**src/rtl/psfp_pkg.sv**
```systemverilog
// Shared constants and types for the particle sensor frame parser.
package psfp_pkg;

    // Frame geometry.
    localparam int FRAME_BYTES   = 32;
    localparam int READING_COUNT = 12;

    // The checksum covers every byte ahead of the two-byte trailer.
    localparam int SUM_END           = FRAME_BYTES - 2;
    localparam int FIRST_READING_POS = 4;
    localparam int RD_END            = FIRST_READING_POS + 2 * READING_COUNT;

    // Signal widths.
    localparam int COUNT_W = $clog2(FRAME_BYTES);
    localparam int IDX_W   = (READING_COUNT > 1) ? $clog2(READING_COUNT) : 1;
    localparam int CH_W    = 4;
    localparam int VAL_W   = 16;

    // Header bytes.
    localparam logic [7:0] HDR_FIRST  = 8'h42;
    localparam logic [7:0] HDR_SECOND = 8'h4D;

    // Parser phases.
    typedef enum logic [1:0] {
        PH_HUNT,
        PH_HDR,
        PH_BODY,
        PH_EMIT
    } phase_t;

endpackage

```
**src/rtl/psfp_ram.sv**
```systemverilog
// Generic single-write, single-read RAM with a registered read port.
module psfp_ram #(
    parameter int WIDTH = 16,
    parameter int DEPTH = 12
) (
    input  logic                                    clk,
    input  logic                                    we,
    input  logic [((DEPTH > 1) ? $clog2(DEPTH) : 1)-1:0] waddr,
    input  logic [WIDTH-1:0]                        wdata,
    input  logic                                    re,
    input  logic [((DEPTH > 1) ? $clog2(DEPTH) : 1)-1:0] raddr,
    output logic [WIDTH-1:0]                        rdata
);

    logic [WIDTH-1:0] mem [DEPTH];

    // Write port and registered read port.
    always_ff @(posedge clk)
    begin
        if (we)
        begin
            mem[waddr] <= wdata;
        end
        if (re)
        begin
            rdata <= mem[raddr];
        end
    end

endmodule

```
**src/rtl/particle_sensor_frame_parser_core.sv**
```systemverilog
// Top level of the particle sensor frame parser: header hunt, frame sum and reading burst.
// A bad frame's result is registered in the cycle after the last trailer byte is taken. A
// good frame's readings pass the phase register, read port and output register; each read
// waits for the prior read's data. Throughput: one byte per cycle while parsing, but a
// closing byte waits while the output register is busy, and no bytes are taken until
// the last reading is read. Reset (rst_n low, asynchronous) returns to the header hunt.
module particle_sensor_frame_parser_core (
    input  logic                      clk,
    input  logic                      rst_n,
    input  logic                      in_valid,
    output logic                      in_ready,
    input  logic [7:0]                rx_byte,
    output logic                      out_valid,
    input  logic                      out_ready,
    output logic [psfp_pkg::CH_W-1:0] channel,
    output logic [psfp_pkg::VAL_W-1:0] reading,
    output logic                      checksum_good,
    output logic                      last_of_frame
);
    import psfp_pkg::*;

    localparam logic [IDX_W-1:0] LAST_IDX = IDX_W'(READING_COUNT - 1);

    phase_t              phase_reg, phase_next;
    logic [COUNT_W-1:0]  count_reg, count_next;
    logic [VAL_W-1:0]    sum_reg, sum_next;
    logic [7:0]          high_reg, high_next;
    logic [IDX_W-1:0]    rd_idx_reg, rd_idx_next;
    logic [IDX_W-1:0]    pend_idx_reg;
    logic                rd_pend_reg;
    logic                out_valid_reg, out_valid_next;
    logic [CH_W-1:0]     ch_reg, ch_next;
    logic [VAL_W-1:0]    val_reg, val_next;
    logic                good_reg, good_next;
    logic                last_reg, last_next;

    logic                accept;
    logic                at_end;
    logic                sum_ok;
    logic                issue;
    logic [COUNT_W-1:0]  off;
    logic                ram_we;
    logic [IDX_W-1:0]    ram_waddr;
    logic [VAL_W-1:0]    ram_wdata;
    logic [VAL_W-1:0]    ram_rdata;

    // The next byte closes the frame.
    assign at_end = (phase_reg == PH_BODY) && (int'(count_reg) + 1 >= FRAME_BYTES);
    assign sum_ok = ({high_reg, rx_byte} == sum_reg);

    // Hold off a closing byte while the output register is still occupied.
    assign in_ready = (phase_reg != PH_EMIT) && !(out_valid_reg && at_end);
    assign accept   = in_valid && in_ready;

    // Start a memory read when the output register will be free for its data.
    assign issue = (phase_reg == PH_EMIT) && !rd_pend_reg && (!out_valid_reg || out_ready);

    assign off = count_reg - COUNT_W'(FIRST_READING_POS);

    // Next phase.
    always_comb
    begin
        phase_next = phase_reg;
        case (phase_reg)
            PH_HUNT:
            begin
                if (accept && rx_byte == HDR_FIRST)
                begin
                    phase_next = PH_HDR;
                end
            end
            PH_HDR:
            begin
                if (accept)
                begin
                    if (rx_byte == HDR_SECOND)
                    begin
                        phase_next = PH_BODY;
                    end
                    else if (rx_byte != HDR_FIRST)
                    begin
                        phase_next = PH_HUNT;
                    end
                end
            end
            PH_BODY:
            begin
                if (accept && at_end)
                begin
                    phase_next = sum_ok ? PH_EMIT : PH_HUNT;
                end
            end
            PH_EMIT:
            begin
                if (issue && rd_idx_reg == LAST_IDX)
                begin
                    phase_next = PH_HUNT;
                end
            end
            default:
            begin
                phase_next = PH_HUNT;
            end
        endcase
    end

    // Frame datapath, memory write and output register loading.
    always_comb
    begin
        count_next     = count_reg;
        sum_next       = sum_reg;
        high_next      = high_reg;
        rd_idx_next    = rd_idx_reg;
        ram_we         = 1'b0;
        ram_waddr      = IDX_W'(off >> 1);
        ram_wdata      = {high_reg, rx_byte};
        out_valid_next = out_valid_reg && !out_ready;
        ch_next        = ch_reg;
        val_next       = val_reg;
        good_next      = good_reg;
        last_next      = last_reg;

        if (accept && phase_reg == PH_HDR && rx_byte == HDR_SECOND)
        begin
            sum_next   = VAL_W'(HDR_FIRST) + VAL_W'(HDR_SECOND);
            count_next = COUNT_W'(2);
        end

        if (accept && phase_reg == PH_BODY)
        begin
            if (at_end)
            begin
                count_next  = '0;
                rd_idx_next = '0;
                // A bad frame reports a single flagged result.
                if (!sum_ok)
                begin
                    out_valid_next = 1'b1;
                    ch_next        = '0;
                    val_next       = '0;
                    good_next      = 1'b0;
                    last_next      = 1'b1;
                end
            end
            else
            begin
                count_next = count_reg + COUNT_W'(1);
                if (int'(count_reg) < SUM_END)
                begin
                    sum_next = sum_reg + VAL_W'(rx_byte);
                    if (int'(count_reg) >= FIRST_READING_POS && int'(count_reg) < RD_END)
                    begin
                        if (!off[0])
                        begin
                            high_next = rx_byte;
                        end
                        else if (int'(off >> 1) < READING_COUNT)
                        begin
                            ram_we = 1'b1;
                        end
                    end
                end
                else if (int'(count_reg) == SUM_END)
                begin
                    high_next = rx_byte;
                end
            end
        end

        if (issue)
        begin
            rd_idx_next = rd_idx_reg + IDX_W'(1);
        end

        // Memory data lands in the cycle after the read was issued.
        if (rd_pend_reg)
        begin
            out_valid_next = 1'b1;
            ch_next        = CH_W'(pend_idx_reg);
            val_next       = ram_rdata;
            good_next      = 1'b1;
            last_next      = (pend_idx_reg == LAST_IDX);
        end
    end

    // Control registers.
    always_ff @(posedge clk or negedge rst_n)
    begin
        if (!rst_n)
        begin
            phase_reg     <= PH_HUNT;
            count_reg     <= '0;
            sum_reg       <= '0;
            high_reg      <= '0;
            rd_idx_reg    <= '0;
            rd_pend_reg   <= 1'b0;
            out_valid_reg <= 1'b0;
        end
        else
        begin
            phase_reg     <= phase_next;
            count_reg     <= count_next;
            sum_reg       <= sum_next;
            high_reg      <= high_next;
            rd_idx_reg    <= rd_idx_next;
            rd_pend_reg   <= issue;
            out_valid_reg <= out_valid_next;
        end
    end

    // Payload registers.
    always_ff @(posedge clk)
    begin
        pend_idx_reg <= rd_idx_reg;
        ch_reg       <= ch_next;
        val_reg      <= val_next;
        good_reg     <= good_next;
        last_reg     <= last_next;
    end

    // Reading store.
    psfp_ram #(
        .WIDTH (VAL_W),
        .DEPTH (READING_COUNT)
    ) u_store (
        .clk   (clk),
        .we    (ram_we),
        .waddr (ram_waddr),
        .wdata (ram_wdata),
        .re    (issue),
        .raddr (rd_idx_reg),
        .rdata (ram_rdata)
    );

    assign out_valid     = out_valid_reg;
    assign channel       = ch_reg;
    assign reading       = val_reg;
    assign checksum_good = good_reg;
    assign last_of_frame = last_reg;

endmodule

```
**config.mk**
```make
export PLATFORM = sky130hd
export DESIGN_NAME = particle_sensor_frame_parser_core
export DESIGN_NICKNAME = d
export VERILOG_FILES = /design/src/rtl/psfp_pkg.sv /design/src/rtl/psfp_ram.sv /design/src/rtl/particle_sensor_frame_parser_core.sv
export SDC_FILE = /design/constraint.sdc
export NUM_CORES = 1
export LEC_CHECK = 0
export BUFFER_PORTS_ARGS = -buffer_cell sky130_fd_sc_hd__buf_2
export CORE_MARGIN = 2
export CORE_UTILIZATION = 25
export CTS_CLUSTER_SIZE = 10
export DETAILED_ROUTE_END_ITERATION = 8
export PLACE_DENSITY = 0.47
export SYNTH_ARGS = -nofsm -noshare
export SYNTH_HDL_FRONTEND = slang
export SYNTH_SLANG_ARGS = --single-unit
```
**constraint.sdc**
```tcl
create_clock -name clk -period 5.5 [get_ports clk]
set_input_delay 0.275 -clock clk [delete_from_list [all_inputs] [get_ports clk]]
set_output_delay 0.275 -clock clk [all_outputs]
set_load 0.005 [all_outputs]
```
==> results.yml, run 1 <==
logic_synthesis:
  yosys-top-cells-area: "edfxtp_1 (62%), mux4_2 (9.8%), dfrtp_1 (8.4%)"
  synth_cells: 623
  synth_edf_count: 229
  synthesis.nets: 650
  synth_area_leader_cell: "edfxtp_1"
  ys_warn_count: 0
  synth-main-ff-cell: "edfxtp_1"
  syn_area_um2: 11000
  async_reset_ff_share_pct: 13.7
  ys_seq_elements: 271
  yosysSeqAreaShare_pct: 71.6
  synth_cell_types: 57
  synth.avg_cell_area_um2: 17.7
  synth_top_area_share_pct: 62.3
sta:
  clock-skew-final_ps: 21.4
  hold_slack_ps: 103
  tightest_slew_ps: 1110
  fin_tns_setup_ps: 0
  setup_viol: 0
  final-hold-violation-count: 0
  timing.final.ws_setup_ps: 1860
  finalCriticalPeriod_ps: 3640
  slew-limit-headroom_pct: 25.7
  period_share_pct: 66.2
  rsz0062_at_grt: "no"
  maxSlewViolCount: 0
  timing.fmax_mhz: 275
clocking:
  cts_max_level: 1
  clock_path_buffers: 3
  cts_setup_buffers: 0
  clock_latency_ps: 590
  numCtsBuffers: 31
  cts_tree: "done"
  ctsHoldBuffers: 1
  clockRootBuffer: "clkbuf_16"
  clkSlewWorstSetupHoldPaths_ps: 50
  post_cts_resized: 0
  cts.sinks: 271
grt:
  grt_max_degree: 53
  grt_pass1_vias: 5822
  grtUsageTotal_pct: 10.8
  grt_overflow_total: 0
  antenna_found_initial: 0
  grt_pass1_wl_um: 37300
power:
  clkPwrFrac_pct: 45.0
  vdd_ir_drop_max_uv: 174
  p_int_mw: 3.32
  combPwrFrac_pct: 1.7
  swShare_pct: 20.3
  leakagePower_nw: 3.93
  p_per_area_nw_per_um2: 322
  netSwitchingPower_mw: 0.846
  seqPwrFrac_pct: 53.3
  fin_total_pwr_mw: 4.17
critical_path:
  arrival_ps: 3830
  crit_type: "reg2reg"
  cp_slowest_stage_delay_ps: 920
  critPathMaxFanout: 16
  end_kind: "flip-flop"
  crit_slowest_cell: "nor2b_2"
  path_buf_inv: 1
  cp.required_ps: 5680
  crit_path_start_kind: "flip-flop"
  critPathTopFamily: "simple AND/OR/NAND/NOR gates"
  crit_chain: "inv_1 -> ha_1 -> xnor2_1 -> o211ai_1 -> a211o_1 -> nor3b_2 -> nor2b_2"
die:
  fp.dieW_um: 214
  initial_core_util_pct: 25.4
  row_count: 76
  io_pins: 36
  core_area_um2: 43400
  dieHeight_um: 214
  dieArea_um2: 45800
detailed_routing:
  antenna_left: 0
  avgRoutedWirePerCell_um: 19.1
  viasPerCell: 4.37
  drt_first_pass_iters: 4
  routed-via-count: 5647
  drt_iter0_markers: 414
  wirelength_um: 24700
  drcViolationCount: 0
finish:
  drive_gt1_share_pct: 24.3
  final_nets: 709
  final_cells: 1292
  final_core_util_pct: 29.9
  area_growth_syn_to_layout_pct: 17.3
  design_area_um2: 12900
  regMostFlops: "u_store.mem"
  largest_reg_flops: 192
  n_antenna_cell: 0
placement:
  pre_cts_ws_ps: 1830
  hpwlAfterDp_um: 15200
  dp.cells: 1233
  gp_congestion: 0.726
  io_buffers: 35
  placed_area_um2: 12000
min_path:
  worstHoldPathType: "in2reg"
job:
  cap_viol_max_count: 0
status:
  status: "finished, final reports clean"
synthesized netlist by cell type, drive strengths merged (2+ instances only):
master and instances:
a21o 5, a21oi 8, a221oi 2, a311oi 2
a31o 2, a31oi 2, and2 21, and3 5
and4 2, buf 10, clkbuf 18, dfrtp 37
dfxtp 5, edfxtp 229, ha 14, inv 8
mux2 8, mux2i 20, mux4 48, nand2 43
nand2b 5, nand3 6, nand3b 2, nand4 6
nand4b 2, nor2 11, nor2b 6, nor3 4
nor4 13, o211ai 6, o21a 2, o21ai 37
o31ai 4, xnor2 9, xor2 8
cell usage in the layout (no fill, tap or decap), drive strengths merged, types with 9 or more instances in the layout:
master    n
buf      53
and2     21
clkbuf   56
dfrtp    37
nand2    43
edfxtp  229
inv       9
o21ai    37
xnor2     9
mux4     48
ha       14
nor2     11
nor4     13
mux2i    20
path summary, 6_finish.rpt:
| check | start | endpoint | slack (ps) | cells past startpoint |
|---|---|---|---|---|
| worst max-delay path | count_reg[2] | u_store.mem[7][6] | 1860 | 7 |
| worst min-delay path | in_valid | count_reg[0] | 100 | 3 |
| worst max register to register | count_reg[2] | u_store.mem[7][6] | 1860 | 7 |
| worst min register to register | checksum_good | checksum_good | 470 | 1 |
| max in group asynchronous | rst_n | rd_idx_reg[0] | 4820 | 3 |
| min in group asynchronous | rst_n | sum_reg[7] | 280 | 3 |
power groups by stage:
| stage | logic, mW | registers (mW) | clock network, mW |
|---|---|---|---|
| finish | 0.0700 | 2.22 | 1.88 |
| global route | 0.0788 | 2.22 | 2.02 |
| CTS | 0.0713 | 2.22 | 1.94 |
| detailed placement | 0.0705 | 2.26 | 0 |
| global placement | 0.0696 | 2.26 | 0 |
| floorplan | 0.0359 | 2.26 | 0 |
logic make-up after synthesis:
group,after synthesis,synth area share (%)
compound gates,75,4.51
xor+xnor,17,1.35
fa+ha+maj,15,1.77
buf+inv,36,1.42
flops,271,71.6
mux,76,12.4
simple gates,133,6.91
final cells by class:
cell class	count	area, um^2
clock buffer	56	890
tap	585	732
multi-input combinational	316	3040
sequential	271	7910
fill	4332	30400
timing repair buffer	54	320
inverter	8	30.0
clock inverter	2	25.0
tightest hold or removal path: cells and delay by family:
family                 cells  cell delay (ps)
AOI/OAI and AO/OA          1               80
and+or+nand+nor            1              120
buffers and inverters      1              150
layer usage:
layer,vias up,track usage [%],wire (um)
met5,-,0,0
li1,2588,-,-
met2,106,17.4,11600
met1,2924,15.1,11900
met3,29,2.00,803
met4,0,2.31,379
No activity file was read; power rests on OpenSTA's default activity.
==> inputs of run 2 (changes only) <==
clock period = 3.78 ns   (was 5.5 ns; I/O delays follow)
==> run 2 against run 1 <==
Net effect: first-iteration DRC count shrank 3.9%; critical path depth grew 1; clock skew shrank 3.8 ps; flip-flop and latch count is the same; sequential share of layout area shrank 0.69 points; maximum frequency grew 16%; utilization grew 0.34 points; clock power grew 51%; setup slack lost 1200 ps; non-clock buffer count grew 15; final cell count grew 0.77%; total power grew 48%; critical path type unchanged; largest power group unchanged.
==> results.yml, run 2 (synthesis gave the netlist of run 1 again) <==
finish:
  final_cell_mix: "edfxtp_1 (229), mux4_2 (48), nand2_1 (43)"
  final_cells: 1302
  final_nets: 727
  area_growth_syn_to_layout_pct: 18.6
  layout_commonest_cell: "edfxtp_1"
  seq_area_um2: 7910
  nFillCells: 4326
  multi_input_area_um2: 3040
  regMostFlops: "u_store.mem"
  final_core_util_pct: 30.2
  drive_gt1_share_pct: 26.7
  largest_reg_flops: 192
sta:
  maxSlewViolCount: 0
  setup_viol: 0
  rsz0062_at_grt: "no"
  clock-skew-final_ps: 17.6
  finalCriticalPeriod_ps: 3140
  final-hold-violation-count: 0
  timing.fmax_mhz: 319
  slew-limit-headroom_pct: 36.1
  fin_tns_setup_ps: 0
  tightest_slew_ps: 958
  hold_slack_ps: 76.1
  period_share_pct: 83.0
grt:
  antenna_found_initial: 1
  grt_max_degree: 38
  grt_overflow_total: 0
  grt_pass1_wl_um: 39800
  grtUsageTotal_pct: 11.6
  grt_pass1_vias: 5908
power:
  swShare_pct: 20.4
  netSwitchingPower_mw: 1.26
  p_int_mw: 4.92
  leakagePower_nw: 4.50
  p_per_area_nw_per_um2: 472
  clkPwrFrac_pct: 45.8
  combPwrFrac_pct: 1.8
  seqPwrFrac_pct: 52.4
  vdd_ir_drop_max_uv: 245
clocking:
  clkSlewWorstSetupHoldPaths_ps: 60
  post_cts_resized: 0
  clock_path_buffers: 3
  cts.sinks: 271
  numCtsBuffers: 34
  clock_latency_ps: 510
  cts_max_level: 2
  clockRootBuffer: "clkbuf_16"
  cts_tree: "done"
job:
  cap_viol_max_count: 0
status:
  status: "finished, final reports clean"
die:
  initial_core_util_pct: 25.4
  dieHeight_um: 214
  io_pins: 36
  core_area_um2: 43400
  fp.dieW_um: 214
  dieArea_um2: 45800
  row_count: 76
detailed_routing:
  drt_first_pass_iters: 4
  drcViolationCount: 0
  viasPerCell: 4.42
  routed-via-count: 5751
  antenna_left: 0
  avgRoutedWirePerCell_um: 20.4
  wirelength_um: 26600
  drt_iter0_markers: 398
placement:
  dp.cells: 1248
  hpwlAfterDp_um: 17000
  gp_congestion: 0.722
  io_buffers: 35
critical_path:
  r2r_setup_slack_ps: 640
  critPathMaxFanout: 16
  end_kind: "flip-flop"
  crit_chain: "inv_1 -> ha_1 -> xnor2_1 -> o211ai_1 -> a211o_1 -> nor3b_2 -> nor2b_2 -> buf_4"
  crit_path_start_kind: "flip-flop"
  crit_slowest_cell: "dfrtp_1"
  arrival_ps: 3320
  cp_slowest_stage_delay_ps: 710
  cp.required_ps: 3960
  crit_type: "reg2reg"
min_path:
  worstHoldPathType: "in2reg"
run 2: cell types whose count changed in the layout (fill, tap and decap cells not counted), sizes merged:
| cell | before | now |
|---|---|---|
| diode | 0 | 1 |
| inv | 9 | 11 |
| buf | 53 | 68 |
| clkinv | 1 | 4 |
| clkbuf | 56 | 45 |
run 2: path summary, 6_finish.rpt:
kind / startpoint / to / depth (start not counted)
max: count_reg[2] / u_store.mem[7][15] / 8
max in group asynchronous: rst_n / rd_idx_reg[0] / 2
min: in_valid / count_reg[0] / 3
max reg2reg: count_reg[2] / u_store.mem[7][15] / 8
min reg2reg: checksum_good / checksum_good / 1
min in group asynchronous: rst_n / high_reg[7] / 2
run 2: worst max-delay path: cells and delay by family, from the launching register on:
kind	cells	cell delay [ps]
flops	1	710
compound gates	2	560
buf+inv	2	540
simple gates	2	460
fa+ha+maj	1	290
xor+xnor	1	260
run 2: cell type report:
cell class              instances  share of cell area [%]
clock inverters                 7                   0.421
flip-flops and latches        271                    60.4
well taps                     585                    5.59
inverters                       8                   0.229
clock buffers                  45                    6.81
multi-input cells             316                    23.2
diodes                          1                  0.0191
repair buffers                 69                    3.31
run 2: routing by layer:
| metal | share of wire, % | vias up | GRT usage, % |
|---|---|---|---|
| li1 | - | 2618 | - |
| met2 | 46 | 114 | 18.2 |
| met5 | 0 | - | 0 |
| met3 | 4.5 | 34 | 2.37 |
| met1 | 48 | 2985 | 16.7 |
| met4 | 1.4 | 0 | 2.62 |
run 2: per-stage QoR:
stage	setup slack, ps	instance area, um^2	power, mW
floorplan	79.0	11000	3.34
global placement	739	12100	3.41
detailed placement	689	12100	3.41
CTS	669	13100	6.27
global route	492	13100	6.41
finish	641	13100	6.18
run 2: timing repair:
action	in CTS	in global routing
buffers inserted	0	0
hold buffers	1	0
hold endpoints to repair	37	0
run 2: power groups by stage:
stage          Sequential (mW)  Clock [mW]  Combinational (mW)
6_report                  3.23        2.83               0.113
5_1_grt                   3.23        3.05               0.126
4_1_cts                   3.23        2.92               0.116
3_5_place_dp              3.29           0               0.114
3_3_place_gp              3.29           0               0.114
2_1_floorplan             3.29           0              0.0523
==> inputs of run 3 (changes only) <==
clock period = 3.2 ns   (was 3.78 ns; I/O delays follow)
==> run 3 against run 2 <==
Net effect: non-clock buffer count rose by 4; register-to-register slack lost 30 ps; clock-buffer cell count grew 10; critical path type unchanged; largest cell class unchanged.
==> results.yml, run 3 (synthesis gave the netlist of run 1 again) <==
sta:
  period_share_pct: 80.9
  clock-skew-final_ps: 21.8
  timing.final.ws_setup_ps: 610
  slew-limit-headroom_pct: 38.4
  rsz0062_at_grt: "no"
  tightest_slew_ps: 924
  final-hold-violation-count: 0
  maxSlewViolCount: 0
  setup_viol: 0
  timing.fmax_mhz: 386
  finalCriticalPeriod_ps: 2590
finish:
  nFillCells: 4330
  seq_area_um2: 7910
  drive_gt1_share_pct: 25.3
  layout_commonest_cell: "edfxtp_1"
  largest_reg_flops: 192
  design_area_um2: 13100
  area_growth_syn_to_layout_pct: 18.7
  final_nets: 728
  multi_input_area_um2: 3040
  final_cell_mix: "edfxtp_1 (229), mux4_2 (48), nand2_1 (43)"
  final_core_util_pct: 30.2
  n_antenna_cell: 0
  regMostFlops: "u_store.mem"
die:
  dieHeight_um: 214
  fp.dieW_um: 214
  initial_core_util_pct: 25.4
  dieArea_um2: 45800
  core_area_um2: 43400
  io_pins: 36
  row_count: 76
clocking:
  cts_setup_buffers: 0
  numCtsBuffers: 31
  clockRootBuffer: "clkbuf_16"
  post_cts_resized: 0
  cts_max_level: 1
  ctsHoldBuffers: 5
  clkSlewWorstSetupHoldPaths_ps: 60
  cts.sinks: 271
  clock_path_buffers: 3
  clock_latency_ps: 580
  cts_tree: "done"
grt:
  antenna_found_initial: 0
  grt_pass1_vias: 5925
  grt_overflow_total: 0
  grtUsageTotal_pct: 11.0
  grt_max_degree: 39
  grt_pass1_wl_um: 38300
critical_path:
  crit_slowest_cell: "dfrtp_1"
  crit_path_start_kind: "flip-flop"
  crit_chain: "inv_1 -> ha_1 -> xnor2_1 -> o211ai_1 -> a211o_1 -> buf_4 -> nor4_2 -> buf_4"
  cp_common_cell: "buf_4"
  cp.required_ps: 3440
  end_kind: "flip-flop"
  crit_type: "reg2reg"
  arrival_ps: 2830
  cp_slowest_stage_delay_ps: 510
  critPathMaxFanout: 16
detailed_routing:
  drt_iter0_markers: 397
  drcViolationCount: 0
  wirelength_um: 25000
  avgRoutedWirePerCell_um: 19.1
  antenna_left: 0
  viasPerCell: 4.37
  drt_first_pass_iters: 4
  routed-via-count: 5724
placement:
  io_buffers: 35
  gp_congestion: 0.743
  placed_area_um2: 12200
  pre_cts_ws_ps: 608
  hpwlAfterDp_um: 16300
power:
  vdd_ir_drop_max_uv: 367
  p_per_area_nw_per_um2: 543
  leakagePower_nw: 4.49
  fin_total_pwr_mw: 7.11
min_path:
  worstHoldPathType: "in2reg"
status:
  status: "finished, final reports clean"
job:
  cap_viol_max_count: 0
[run 3: per-stage QoR]
| stage | std cells | hold slack [ps] | setup TNS, ps |
|---|---|---|---|
| detailed placement | 1248 | 350 | 0 |
| finish | 1311 | 37.4 | 0 |
| global route | 1311 | 23.2 | 0 |
| floorplan | 623 | -136 | -69830 |
| global placement | 1248 | 349 | 0 |
| CTS | 1311 | 15.5 | 0 |
[run 3: final timing paths]
path,from,end,slack (ps),cells after the start
setup / recovery,count_reg[3],u_store.mem[6][5],610,8
hold / removal,rx_byte[7],u_store.mem[10][7],40,1
setup reg to reg,count_reg[3],u_store.mem[6][5],610,8
hold reg to reg,checksum_good,checksum_good,450,1
max in group asynchronous,rst_n,rd_idx_reg[0],2240,2
min in group asynchronous,rst_n,sum_reg[6],270,2
[run 3: power by group]
| group | total [mW] | switching [mW] | internal [mW] |
|---|---|---|---|
| Sequential | 3.82 | 0.0101 | 3.81 |
| Clock | 3.16 | 1.35 | 1.81 |
| Combinational | 0.130 | 0.0833 | 0.0468 |
| Total | 7.11 | 1.44 | 5.67 |
[run 3: critical path: cells and delay by family, from the launching register on]
| kind | cells | cell delay, ps |
|---|---|---|
| buffers and inverters | 3 | 620 |
| xor gates and xnor gates | 1 | 280 |
| AOI/OAI and AO/OA | 2 | 400 |
| DFF | 1 | 510 |
| adders and majority gates | 1 | 210 |
| and+or+nand+nor | 1 | 240 |
[run 3: cell type report]
| class | count | area share [%] |
|---|---|---|
| flip-flops and latches | 271 | 60.4 |
| inverters | 8 | 0.229 |
| well taps | 585 | 5.59 |
| multi-input cells | 316 | 23.2 |
| clock inverters | 3 | 0.210 |
| clock buffers | 55 | 6.61 |
| repair buffers | 73 | 3.80 |
[run 3: layer usage]
metal  routed length [um]  global-route usage (%)  vias to the layer above
met2                11400                    17.4                      106
met1                12200                    15.9                     2954
met3                 1030                    2.09                       32
li1                     -                       -                     2632
met5                    0                       0                        -
met4                  339                    2.11                        0
